<file path="src/sv/kmp_pkg.sv">
// Shared constants, command codes and controller/datapath interface types for the KMP matcher.
`timescale 1ns / 1ps

package kmp_pkg;

  localparam int PATTERN_MAX = 128;
  localparam int POS_W       = 24;
  localparam int IDX_W       = (PATTERN_MAX > 1) ? $clog2(PATTERN_MAX) : 1;
  localparam int LEN_W       = $clog2(PATTERN_MAX + 1);
  localparam int BYTE_W      = 8;
  localparam int CMD_W       = 2;
  localparam int STATUS_W    = 2;
  localparam int TDATA_W     = ((POS_W + 7) / 8) * 8;

  localparam logic [CMD_W-1:0] CMD_CLEAR  = 2'd0;
  localparam logic [CMD_W-1:0] CMD_APPEND = 2'd1;
  localparam logic [CMD_W-1:0] CMD_TEXT   = 2'd2;
  localparam logic [CMD_W-1:0] CMD_END    = 2'd3;

  localparam logic [STATUS_W-1:0] ST_FOUND     = 2'd0;
  localparam logic [STATUS_W-1:0] ST_NOT_FOUND = 2'd1;
  localparam logic [STATUS_W-1:0] ST_PAT_LONG  = 2'd2;
  localparam logic [STATUS_W-1:0] ST_TEXT_LONG = 2'd3;

  typedef struct packed {
    logic clear;
    logic pat_wr;
    logic first_link;
    logic seek_app;
    logic seek_txt;
    logic step;
    logic link_hit;
    logic link_miss;
    logic txt_hit;
    logic txt_miss;
    logic set_ovf_pat;
    logic set_ovf_txt;
    logic load_out;
  } dp_cmd_t;

  typedef struct packed {
    logic len_zero;
    logic len_full;
    logic found;
    logic tc_max;
    logic eq;
    logic k_zero;
    logic out_valid;
  } dp_stat_t;

endpackage

</file>
<file path="src/sv/kmp_datapath.sv">
// Datapath: pattern and link memories, match state, text counter and result register.
`timescale 1ns / 1ps

module kmp_datapath (
  input  logic                          clk,
  input  logic                          rst,
  input  logic [kmp_pkg::BYTE_W-1:0]    byte_in,
  input  kmp_pkg::dp_cmd_t              cmd,
  output kmp_pkg::dp_stat_t             stat,
  input  logic                          out_ready,
  output logic                          out_valid,
  output logic [kmp_pkg::STATUS_W-1:0]  out_status,
  output logic [kmp_pkg::POS_W-1:0]     out_pos
);

  // Links are stored one above the textbook value, so zero stands for -1.
  logic [kmp_pkg::BYTE_W-1:0] pat_mem [kmp_pkg::PATTERN_MAX];
  logic [kmp_pkg::IDX_W-1:0]  fl_mem  [kmp_pkg::PATTERN_MAX];

  logic [kmp_pkg::BYTE_W-1:0] rd_pat;
  logic [kmp_pkg::IDX_W-1:0]  rd_fl;
  logic [kmp_pkg::IDX_W-1:0]  rd_addr;
  logic [kmp_pkg::IDX_W-1:0]  kidx;
  logic [kmp_pkg::BYTE_W-1:0] byte_reg;

  logic [kmp_pkg::LEN_W-1:0]  len;
  logic [kmp_pkg::LEN_W-1:0]  midx;
  logic [kmp_pkg::IDX_W-1:0]  last_fl;
  logic [kmp_pkg::POS_W-1:0]  tc;
  logic                       found;
  logic [kmp_pkg::POS_W-1:0]  found_pos;
  logic                       ovf_pat;
  logic                       ovf_txt;

  logic [kmp_pkg::IDX_W-1:0]  wr_idx;
  logic [kmp_pkg::IDX_W-1:0]  link_val;
  logic                       link_wr;
  logic [kmp_pkg::LEN_W-1:0]  k_plus;
  logic [kmp_pkg::POS_W-1:0]  tc_plus;
  logic [kmp_pkg::STATUS_W-1:0] res_status;
  logic [kmp_pkg::POS_W-1:0]  res_pos;

  assign wr_idx   = len[kmp_pkg::IDX_W-1:0];
  assign link_wr  = cmd.first_link | cmd.link_hit | cmd.link_miss;
  assign link_val = cmd.link_hit ? (kidx + kmp_pkg::IDX_W'(1)) : '0;
  assign k_plus   = kmp_pkg::LEN_W'(kidx) + kmp_pkg::LEN_W'(1);
  assign tc_plus  = tc + kmp_pkg::POS_W'(1);

  always_comb begin
    if (cmd.seek_app) begin
      rd_addr = last_fl;
    end else if (cmd.seek_txt) begin
      rd_addr = midx[kmp_pkg::IDX_W-1:0];
    end else begin
      rd_addr = rd_fl;
    end
  end

  always_ff @(posedge clk) begin
    if (cmd.pat_wr) begin
      pat_mem[wr_idx] <= byte_in;
    end
    if (link_wr) begin
      fl_mem[wr_idx] <= link_val;
    end
    rd_pat <= pat_mem[rd_addr];
    rd_fl  <= fl_mem[rd_addr - kmp_pkg::IDX_W'(1)];
  end

  always_ff @(posedge clk) begin
    if (cmd.seek_app || cmd.seek_txt || cmd.step) begin
      kidx <= rd_addr;
    end
    if (cmd.pat_wr || cmd.seek_txt) begin
      byte_reg <= byte_in;
    end
  end

  always_comb begin
    if (ovf_pat) begin
      res_status = kmp_pkg::ST_PAT_LONG;
      res_pos    = '0;
    end else if (len == '0) begin
      res_status = kmp_pkg::ST_FOUND;
      res_pos    = '0;
    end else if (found) begin
      res_status = kmp_pkg::ST_FOUND;
      res_pos    = found_pos;
    end else if (ovf_txt) begin
      res_status = kmp_pkg::ST_TEXT_LONG;
      res_pos    = '0;
    end else begin
      res_status = kmp_pkg::ST_NOT_FOUND;
      res_pos    = '0;
    end
  end

  always_ff @(posedge clk) begin
    if (rst || cmd.clear) begin
      len     <= '0;
      midx    <= '0;
      last_fl <= '0;
      tc      <= '0;
      found   <= 1'b0;
      ovf_pat <= 1'b0;
      ovf_txt <= 1'b0;
    end else begin
      if (cmd.set_ovf_pat) begin
        ovf_pat <= 1'b1;
      end
      if (cmd.set_ovf_txt) begin
        ovf_txt <= 1'b1;
      end
      if (link_wr) begin
        last_fl <= link_val;
        len     <= len + kmp_pkg::LEN_W'(1);
      end
      if (cmd.txt_hit) begin
        tc <= tc_plus;
        if (k_plus == len) begin
          found <= 1'b1;
          midx  <= len;
        end else begin
          midx <= k_plus;
        end
      end
      if (cmd.txt_miss) begin
        tc   <= tc_plus;
        midx <= '0;
      end
    end
  end

  always_ff @(posedge clk) begin
    if (rst || cmd.clear) begin
      found_pos <= '0;
    end else if (cmd.txt_hit && k_plus == len) begin
      found_pos <= tc_plus - kmp_pkg::POS_W'(len);
    end
  end

  always_ff @(posedge clk) begin
    if (rst) begin
      out_valid <= 1'b0;
    end else if (cmd.load_out) begin
      out_valid <= 1'b1;
    end else if (out_ready) begin
      out_valid <= 1'b0;
    end
  end

  always_ff @(posedge clk) begin
    if (cmd.load_out) begin
      out_status <= res_status;
      out_pos    <= res_pos;
    end
  end

  assign stat.len_zero  = (len == '0);
  assign stat.len_full  = (len == kmp_pkg::LEN_W'(kmp_pkg::PATTERN_MAX));
  assign stat.found     = found;
  assign stat.tc_max    = (tc == '1);
  assign stat.eq        = (byte_reg == rd_pat);
  assign stat.k_zero    = (kidx == '0);
  assign stat.out_valid = out_valid;

  a_midx_bound: assert property (@(posedge clk) disable iff (rst)
    !found |-> (midx < len) || (len == '0))
    else $error("match index reached pattern length without a match");

  a_link_bound: assert property (@(posedge clk) disable iff (rst)
    (len != '0) |-> (kmp_pkg::LEN_W'(last_fl) < len))
    else $error("last failure link points past the pattern");

  a_out_free: assert property (@(posedge clk) disable iff (rst)
    cmd.load_out |-> (!out_valid || out_ready))
    else $error("result register overwritten while still held");

  a_found_pos: assert property (@(posedge clk) disable iff (rst)
    (cmd.txt_hit && k_plus == len) |=> found)
    else $error("full match did not set the found flag");

endmodule

</file>
<file path="src/sv/kmp_ctrl.sv">
// Controller: request decode and the state machine that sequences link lookups.
`timescale 1ns / 1ps

module kmp_ctrl (
  input  logic                       clk,
  input  logic                       rst,
  input  logic                       in_valid,
  input  logic [kmp_pkg::CMD_W-1:0]  in_cmd,
  output logic                       in_ready,
  input  logic                       out_ready,
  input  kmp_pkg::dp_stat_t          stat,
  output kmp_pkg::dp_cmd_t           cmd
);

  localparam logic [1:0] S_IDLE = 2'd0;
  localparam logic [1:0] S_ACMP = 2'd1;
  localparam logic [1:0] S_TCMP = 2'd2;

  logic [1:0] state;
  logic [1:0] state_next;
  logic       accept;

  // Lookups stall requests; end-of-text also waits while a result is held.
  assign in_ready = (state == S_IDLE) &&
                    ((in_cmd != kmp_pkg::CMD_END) || !stat.out_valid || out_ready);
  assign accept   = in_valid && in_ready;

  always_comb begin
    cmd        = '0;
    state_next = state;
    unique case (state)
      S_IDLE: begin
        if (accept) begin
          unique case (in_cmd)
            kmp_pkg::CMD_CLEAR: begin
              cmd.clear = 1'b1;
            end
            kmp_pkg::CMD_APPEND: begin
              if (stat.len_full) begin
                cmd.set_ovf_pat = 1'b1;
              end else if (stat.len_zero) begin
                cmd.pat_wr     = 1'b1;
                cmd.first_link = 1'b1;
              end else begin
                cmd.pat_wr   = 1'b1;
                cmd.seek_app = 1'b1;
                state_next   = S_ACMP;
              end
            end
            kmp_pkg::CMD_TEXT: begin
              if (stat.found || stat.len_zero) begin
                cmd = '0;
              end else if (stat.tc_max) begin
                cmd.set_ovf_txt = 1'b1;
              end else begin
                cmd.seek_txt = 1'b1;
                state_next   = S_TCMP;
              end
            end
            kmp_pkg::CMD_END: begin
              cmd.load_out = 1'b1;
            end
            default: begin
              cmd = '0;
            end
          endcase
        end
      end
      S_ACMP: begin
        if (stat.eq) begin
          cmd.link_hit = 1'b1;
          state_next   = S_IDLE;
        end else if (stat.k_zero) begin
          cmd.link_miss = 1'b1;
          state_next    = S_IDLE;
        end else begin
          cmd.step = 1'b1;
        end
      end
      S_TCMP: begin
        if (stat.eq) begin
          cmd.txt_hit = 1'b1;
          state_next  = S_IDLE;
        end else if (stat.k_zero) begin
          cmd.txt_miss = 1'b1;
          state_next   = S_IDLE;
        end else begin
          cmd.step = 1'b1;
        end
      end
      default: begin
        state_next = S_IDLE;
      end
    endcase
  end

  always_ff @(posedge clk) begin
    if (rst) begin
      state <= S_IDLE;
    end else begin
      state <= state_next;
    end
  end

  a_busy_no_ready: assert property (@(posedge clk) disable iff (rst)
    (state != S_IDLE) |-> !in_ready)
    else $error("request taken while a lookup is in progress");

  a_one_finish: assert property (@(posedge clk) disable iff (rst)
    $countones({cmd.link_hit, cmd.link_miss, cmd.txt_hit, cmd.txt_miss, cmd.step}) <= 1)
    else $error("conflicting compare outcomes issued together");

  a_step_busy: assert property (@(posedge clk) disable iff (rst)
    cmd.step |=> (state == S_ACMP || state == S_TCMP))
    else $error("link step left the compare state");

endmodule

</file>
<file path="src/sv/kmp_substring_matcher_unit.sv">
// Top level of the KMP substring matcher: controller plus datapath behind stream ports.
//
//   port group  dir  tdata            tuser
//   s_*         in   data_byte[7:0]   cmd[1:0]
//   m_*         out  match_position   status[1:0]
//
// Clear, end-of-text, dropped bytes and the first pattern byte finish in the idle state.
// Other pattern and text bytes go on to a compare state that steps the failure links,
// using the registered read of the pattern and link memories. Reset is synchronous and
// needs no clearing pass: unwritten memory entries are never read. A lookup stalls all
// requests; end-of-text also stalls while the previous result is held with m_tready low.
`timescale 1ns / 1ps

module kmp_substring_matcher_unit (
  input  logic                          clk,
  input  logic                          rst,
  input  logic                          s_tvalid,
  output logic                          s_tready,
  input  logic [kmp_pkg::BYTE_W-1:0]    s_tdata,   // [7:0] data_byte
  input  logic [kmp_pkg::CMD_W-1:0]     s_tuser,   // [1:0] cmd
  output logic                          m_tvalid,
  input  logic                          m_tready,
  output logic [kmp_pkg::TDATA_W-1:0]   m_tdata,   // [23:0] match_position
  output logic [kmp_pkg::STATUS_W-1:0]  m_tuser    // [1:0] status
);

  kmp_pkg::dp_cmd_t             dp_cmd;
  kmp_pkg::dp_stat_t            dp_stat;
  logic [kmp_pkg::POS_W-1:0]    out_pos;

  kmp_ctrl u_ctrl (
    .clk       (clk),
    .rst       (rst),
    .in_valid  (s_tvalid),
    .in_cmd    (s_tuser),
    .in_ready  (s_tready),
    .out_ready (m_tready),
    .stat      (dp_stat),
    .cmd       (dp_cmd)
  );

  kmp_datapath u_datapath (
    .clk        (clk),
    .rst        (rst),
    .byte_in    (s_tdata),
    .cmd        (dp_cmd),
    .stat       (dp_stat),
    .out_ready  (m_tready),
    .out_valid  (m_tvalid),
    .out_status (m_tuser),
    .out_pos    (out_pos)
  );

  assign m_tdata = kmp_pkg::TDATA_W'(out_pos);

endmodule

</file>
<file path="config.mk">
export PLATFORM = sky130hd
export DESIGN_NAME = kmp_substring_matcher_unit
export DESIGN_NICKNAME = d
export VERILOG_FILES = /design/src/sv/kmp_pkg.sv /design/src/sv/kmp_datapath.sv /design/src/sv/kmp_ctrl.sv /design/src/sv/kmp_substring_matcher_unit.sv
export SDC_FILE = /design/constraint.sdc
export NUM_CORES = 2
export LEC_CHECK = 0
export BUFFER_PORTS_ARGS = -buffer_cell sky130_fd_sc_hd__buf_2
export CORE_UTILIZATION = 45
export CTS_CLUSTER_SIZE = 24
export DETAILED_ROUTE_END_ITERATION = 8
export PLACE_DENSITY = 0.68
export REMOVE_ABC_BUFFERS = 1
export SYNTH_ARGS = -nofsm -noshare
export SYNTH_HDL_FRONTEND = slang
export SYNTH_HIERARCHICAL = 1
export SYNTH_SLANG_ARGS = --single-unit
</file>
<file path="constraint.sdc">
create_clock -name clk -period 6.31 [get_ports clk]
set_clock_uncertainty 0.05 [all_clocks]
set_input_delay 0.3155 -clock clk [delete_from_list [all_inputs] [get_ports clk]]
set_output_delay 0.3155 -clock clk [all_outputs]
set_load 0.01 [all_outputs]
</file>
Word-level counts from Yosys, hierarchy flattened
Memories as Yosys holds them, arrays and structs flattened. A register that Yosys moved wholly into a read port is not among the register bits. Index checks and enable logic that the tools add are counted.

Divide/modulo/power cells: 0. Multiplexer cells: 49. Reduce and logical (&&, ||, !) cells: 23. Order comparisons: 0. Equal/unequal tests: 17. Add/subtract/negate cells: 6. $mul: 0. Shift-type cells: 0. Bitwise logic cells: 3.

Operators with widths (number): $mux W24 (2); $mux W7 (4); $add A24 B1 Y24 const B (1); $eq A24 B24 Y1 const B (1); $sub A24 B8 Y24 (1); $mux W1 (22); $mux W2 (10); $eq A8 B8 Y1 (2); $pmux W2 S2 (4); $ne A3 B3 Y1 const B (5); $mux W13 (1); $mux W3 (3); $add A7 B1 Y8 const B (1); $add A8 B1 Y8 const B (1); $eq A8 B8 Y1 const B (1); $logic_not A8 Y1 (1); $add A7 B1 Y7 const B (1); $logic_not A7 Y1 (1); $logic_or A1 B1 Y1 (7); $reduce_and A7 Y1 (1); $sub A7 B1 Y7 const B (1); $eq A2 B2 Y1 const B (3); $mux W6 (1); $reduce_or A3 Y1 (2); 14 further kinds (21).

Flip-flop bits (word level): 117. Bits in read-only memories: 0. Word-level logic and storage cells: 115. Bits in latches: 0. Input bits: 14. Memories kept: 2. Output and inout bits: 28. Memory bits (writable): 1920.

Memory list: u_datapath.pat_mem (words 128, width 8, read ports 1, clocked after memory_dff 1, write ports 1, RTL line kmp_datapath.sv:17) `logic [kmp_pkg::BYTE_W-1:0] pat_mem [kmp_pkg::PATTERN_MAX];`; u_datapath.fl_mem (words 128, width 7, read ports 1, clocked after memory_dff 1, write ports 1, RTL line kmp_datapath.sv:18) `logic [kmp_pkg::IDX_W-1:0] fl_mem [kmp_pkg::PATTERN_MAX];`.

Depth between registers and ports, before layout
Word-level depth: 11. Gate-level depth with buffers: 23. Depth with buffers taken out: 16.

By module
Netlist, hierarchy kept.

Modules (own cells, without submodules): kmp_datapath (times used 1, seq. area each 60668.2 µm², area each 81039.0 µm², cells each 4413); kmp_ctrl (times used 1, seq. area each 40.0 µm², area each 331.6 µm², cells each 41).

Least setup slack after synthesis
OpenSTA, ideal clock, no wires.

Path kind: register to register. From: register u_datapath/len[6] (netlist bit). To: register u_datapath/rd_fl[3] (netlist bit), read port of u_datapath.fl_mem. Clock period less this slack: 5651 ps. Stages on the path, launching flop included: 22. Data required time: 6126 ps. Arrival: 5467 ps. Path buffers: 6. Setup slack: 659 ps. Path through: dfxtp_1 -> clkbuf_1 -> nor2_1 -> nand2_1 -> nor4b_1 -> nor4b_4 -> nand3_1 -> nor2_1 -> buf_4 -> mux2_4 -> o21ai_4 -> clkbuf_1 -> clkbuf_1 -> ha_1 -> clkbuf_1 -> inv_1 -> xnor2_1 -> clkbuf_1 -> mux4_2 -> o22ai_1 -> a311oi_1 -> or4_1.

RTL lines: start: declaration (RTL line kmp_datapath.sv:26) `logic [kmp_pkg::LEN_W-1:0] len;`; start signal: assignment (RTL line kmp_datapath.sv:116) `len <= len + kmp_pkg::LEN_W'(1);`; end: declaration (RTL line kmp_datapath.sv:21) `logic [kmp_pkg::IDX_W-1:0] rd_fl;`.

==> metrics.yaml <==
numPortBuffers: 41
worst-path-max-fanout: 16
cts_buffer_depth: 3
core-area_mm2: 0.1790
setup_slack_ns: 0.4386
status: "completed"
fin_worst_hold_slack_ns: 0.02799
crit_required_ns: 6.98
power_frac_clock_pct: 31.9
top_register: "u_datapath/pat_mem"
rsz0062_at_grt: "no"
final_nets: 4597
floorplan.initialDensity_pct: 45.46
critPathCaptureType: "register"
combPwrFrac_pct: 25.6
synth_edf_count: 1961
power.total_mw: 35.18
worstSkewPairLatency_ns: 0.83
arrival_ns: 6.54
ir_drop_v: 0.0005998
fp.dieH_um: 427.2
post_drt_wl_per_cell_um: 27.44
worst_slew_pin_slew_ns: 1.347
multiInputGateArea_mm2: 0.01956
synth.cell_area_mm2: 0.08137
yosysWarnings: 6
cp-startpoint: "u_datapath/len[5]$_SDFFE_PP0N_"
cts-buffers-inserted: 189
htreeDepth: 4
drc: 0
final_antenna_net_count: 0
area_growth_pct: 11.66
startpoint_type: "register"
detail_route.vias_per_cell: 6.037
diodes: 0
grt_use_total_pct: 21.27
drv_slew: 0
utilization_pct: 50.76
clk_pin_slew_ns: 0.06
post-route-cell-area_mm2: 0.09086
synth_top_flop_cell: "edfxtp_1"
fin_cells: 7074
ys_async_sr_fraction_pct: 0
grt-ovfl-total: 0
clock_sinks: 2052
maxCapViolations: 0
hp-class: "input port to register"
r2r-start: "u_datapath/len[5]$_SDFFE_PP0N_"
largest_reg_flops: 1024
antenna_found_initial: 1
fin_crit_ns: 5.871
p_leak_nw: 30.10
slew_headroom_pct: 9.977
p_per_area_mw_per_mm2: 387.2
p_switching_mw: 10.41
grt_pass1_wl_um: 283900
fp.dieW_um: 427.2
grt_pass1_vias: 41534
fillCellCount: 14080
cts_setup_buffers: 0
min_from: "s_tdata[3]"
post_synth.cell_area_avg_um2: 18.27
first_pass_iters: 6
std_cell_rows: 155
io_pins: 42
fmax_ghz: 0.1703
first_iter_violations: 5365
dpl_cell_area_mm2: 0.08459
finalSetupViolations: 0
dpl_worst_slack_ns: 0.6189
yosysSeqAreaShare_pct: 74.61
period_share_pct: 93.05
die_area_mm2: 0.1825
p_seq_share_pct: 42.5
layout-drive-gt1-share_pct: 20.09
cts-root-buf: "clkbuf_16"
ys_seq_elements: 2052
netSwitchingFraction_pct: 29.60
cts_tree: "done"
post_cts_resized: 0
largest_registers: "u_datapath/pat_mem (1024), u_datapath/fl_mem (896)"
routed_wl_um: 194100
vias: 42706
seq_area_mm2: 0.06071
synth.distinct_cells: 78
syn-instance-count: 4454
grt_max_degree: 102
place_inst: 6713
p_int_mw: 24.76
setup_tns_ns: 0
finalWeightedCongestion: 0.9115
criticalPathCategory: "register to register"
hold_viol_final: 0
dp_hpwl_um: 119000
==> synthesized netlist by cell type, drive strengths merged (4+ instances only) <==
master / number / area share [%]
edfxtp: 1961 / 72
and3: 8 / 0.062
nand4: 40 / 0.31
nand3: 162 / 1.0
xor2: 30 / 0.32
nand2b: 5 / 0.038
nor4b: 4 / 0.062
inv: 26 / 0.12
mux2i: 44 / 0.56
clkinv: 5 / 0.023
nor2b: 9 / 0.069
nor2: 364 / 1.7
a32oi: 7 / 0.075
and2: 49 / 0.38
o21a: 9 / 0.083
a22oi: 13 / 0.12
or2: 6 / 0.046
o21ai: 15 / 0.12
a2111oi: 34 / 0.37
a21o: 5 / 0.046
and4: 6 / 0.065
a211oi: 19 / 0.18
nand2: 443 / 2.0
a21oi: 137 / 0.84
ha: 17 / 0.26
nor3: 44 / 0.30
o31a: 4 / 0.043
dfxtp: 91 / 2.2
clkbuf: 151 / 0.70
o22ai: 6 / 0.046
mux4: 473 / 13
or3: 10 / 0.077
nor4: 22 / 0.18
buf: 104 / 0.71
a31oi: 28 / 0.22
xnor2: 61 / 0.68
==> final cells by class <==
class                   count  area share [%]
flip-flops and latches   2052           66.82
multi-input cells        2116           21.52
clock buffers             241           5.696
well taps                2355           3.243
repair buffers            175           1.552
clock inverters           104           1.025
inverters                  31          0.1446
==> cell families after synthesis <==
logic type               share of synthesized area [%]
AND/OR/NAND/NOR                                  6.427
adder cells (fa/ha/maj)                         0.2860
buffers and inverters                            1.548
flip-flops                                       74.61
XOR/XNOR                                        0.9979
AO/OA/AOI/OAI                                    2.434
multiplexers                                     13.70
==> worst max-delay path, cell delays in order, from the launching register on <==
cell and delay (ns):
dfxtp_1 0.52, nor2_1 0.14, nand2_1 0.13, nor4b_1 0.07, buf_4 0.17, nor4b_4 0.33, nand3_1 0.16, nor2_1 0.77
buf_4 0.26, mux2i_1 0.19, o21a_1 0.47, clkinv_1 0.52, nor2_1 0.30, nand2_1 0.41, a2111oi_0 0.58, buf_4 0.20
nor4_1 0.05, o21a_1 0.22, a221oi_1 0.21
==> layout by cell type (no fill, tap or decap), drive strengths merged, types with 6 or more instances in the layout <==
master and count:
nor3 44, xor2 30, bufinv 16, buf 160, or2 6, o21a 9
nor2 364, clkinvlp 8, nand3 162, a211oi 19, a21oi 137, mux4 473
clkbuf 241, xnor2 61, ha 17, nand2 443, a32oi 7, a22oi 13
and3 8, edfxtp 1961, a31oi 28, o21ai 15, or3 10, and2 49
clkinv 81, a2111oi 34, nand4 40, dfxtp 91, inv 30, mux2i 44
dlygate4sd3 15, o22ai 6, nor4 22, nor2b 9, and4 6
==> power groups by stage <==
stage	logic, mW	registers (mW)	clock network [mW]
2_1_floorplan	6.10	15.2	0
3_3_place_gp	8.92	15.2	0
3_5_place_dp	8.94	15.2	0
4_1_cts	8.97	15.0	11.4
5_1_grt	9.40	14.9	11.9
6_report	8.99	15.0	11.2
==> repair_timing <==
action	CTS	global route
hold buffers	15	0
endpoints found under the hold margin	303	0
endpoints found under the setup margin	0	0
==> path summary, 6_finish.rpt <==
kind | end | slack, ns | cells past startpoint
worst max-delay path | u_datapath/rd_pat[4]$_DFF_P_ | 0.44 | 18
worst min-delay path | u_datapath/pat_mem[76][3]$_DFFE_PP_ | 0.03 | 1
worst max register to register | u_datapath/rd_pat[4]$_DFF_P_ | 0.44 | 18
worst min register to register | u_datapath/found_pos[18]$_SDFFE_PP0P_ | 0.42 | 2
==> layer usage <==
layer	track usage, %	routed length, um	share of wire (%)	up-vias
li1	-	-	-	17950
met1	30.95	80120	41	22341
met2	32.53	90700	47	2123
met3	4.136	18140	9.3	292
met4	6.542	5175	2.7	0
met5	0	0	0	-
Power figures use the tool's default switching activity.
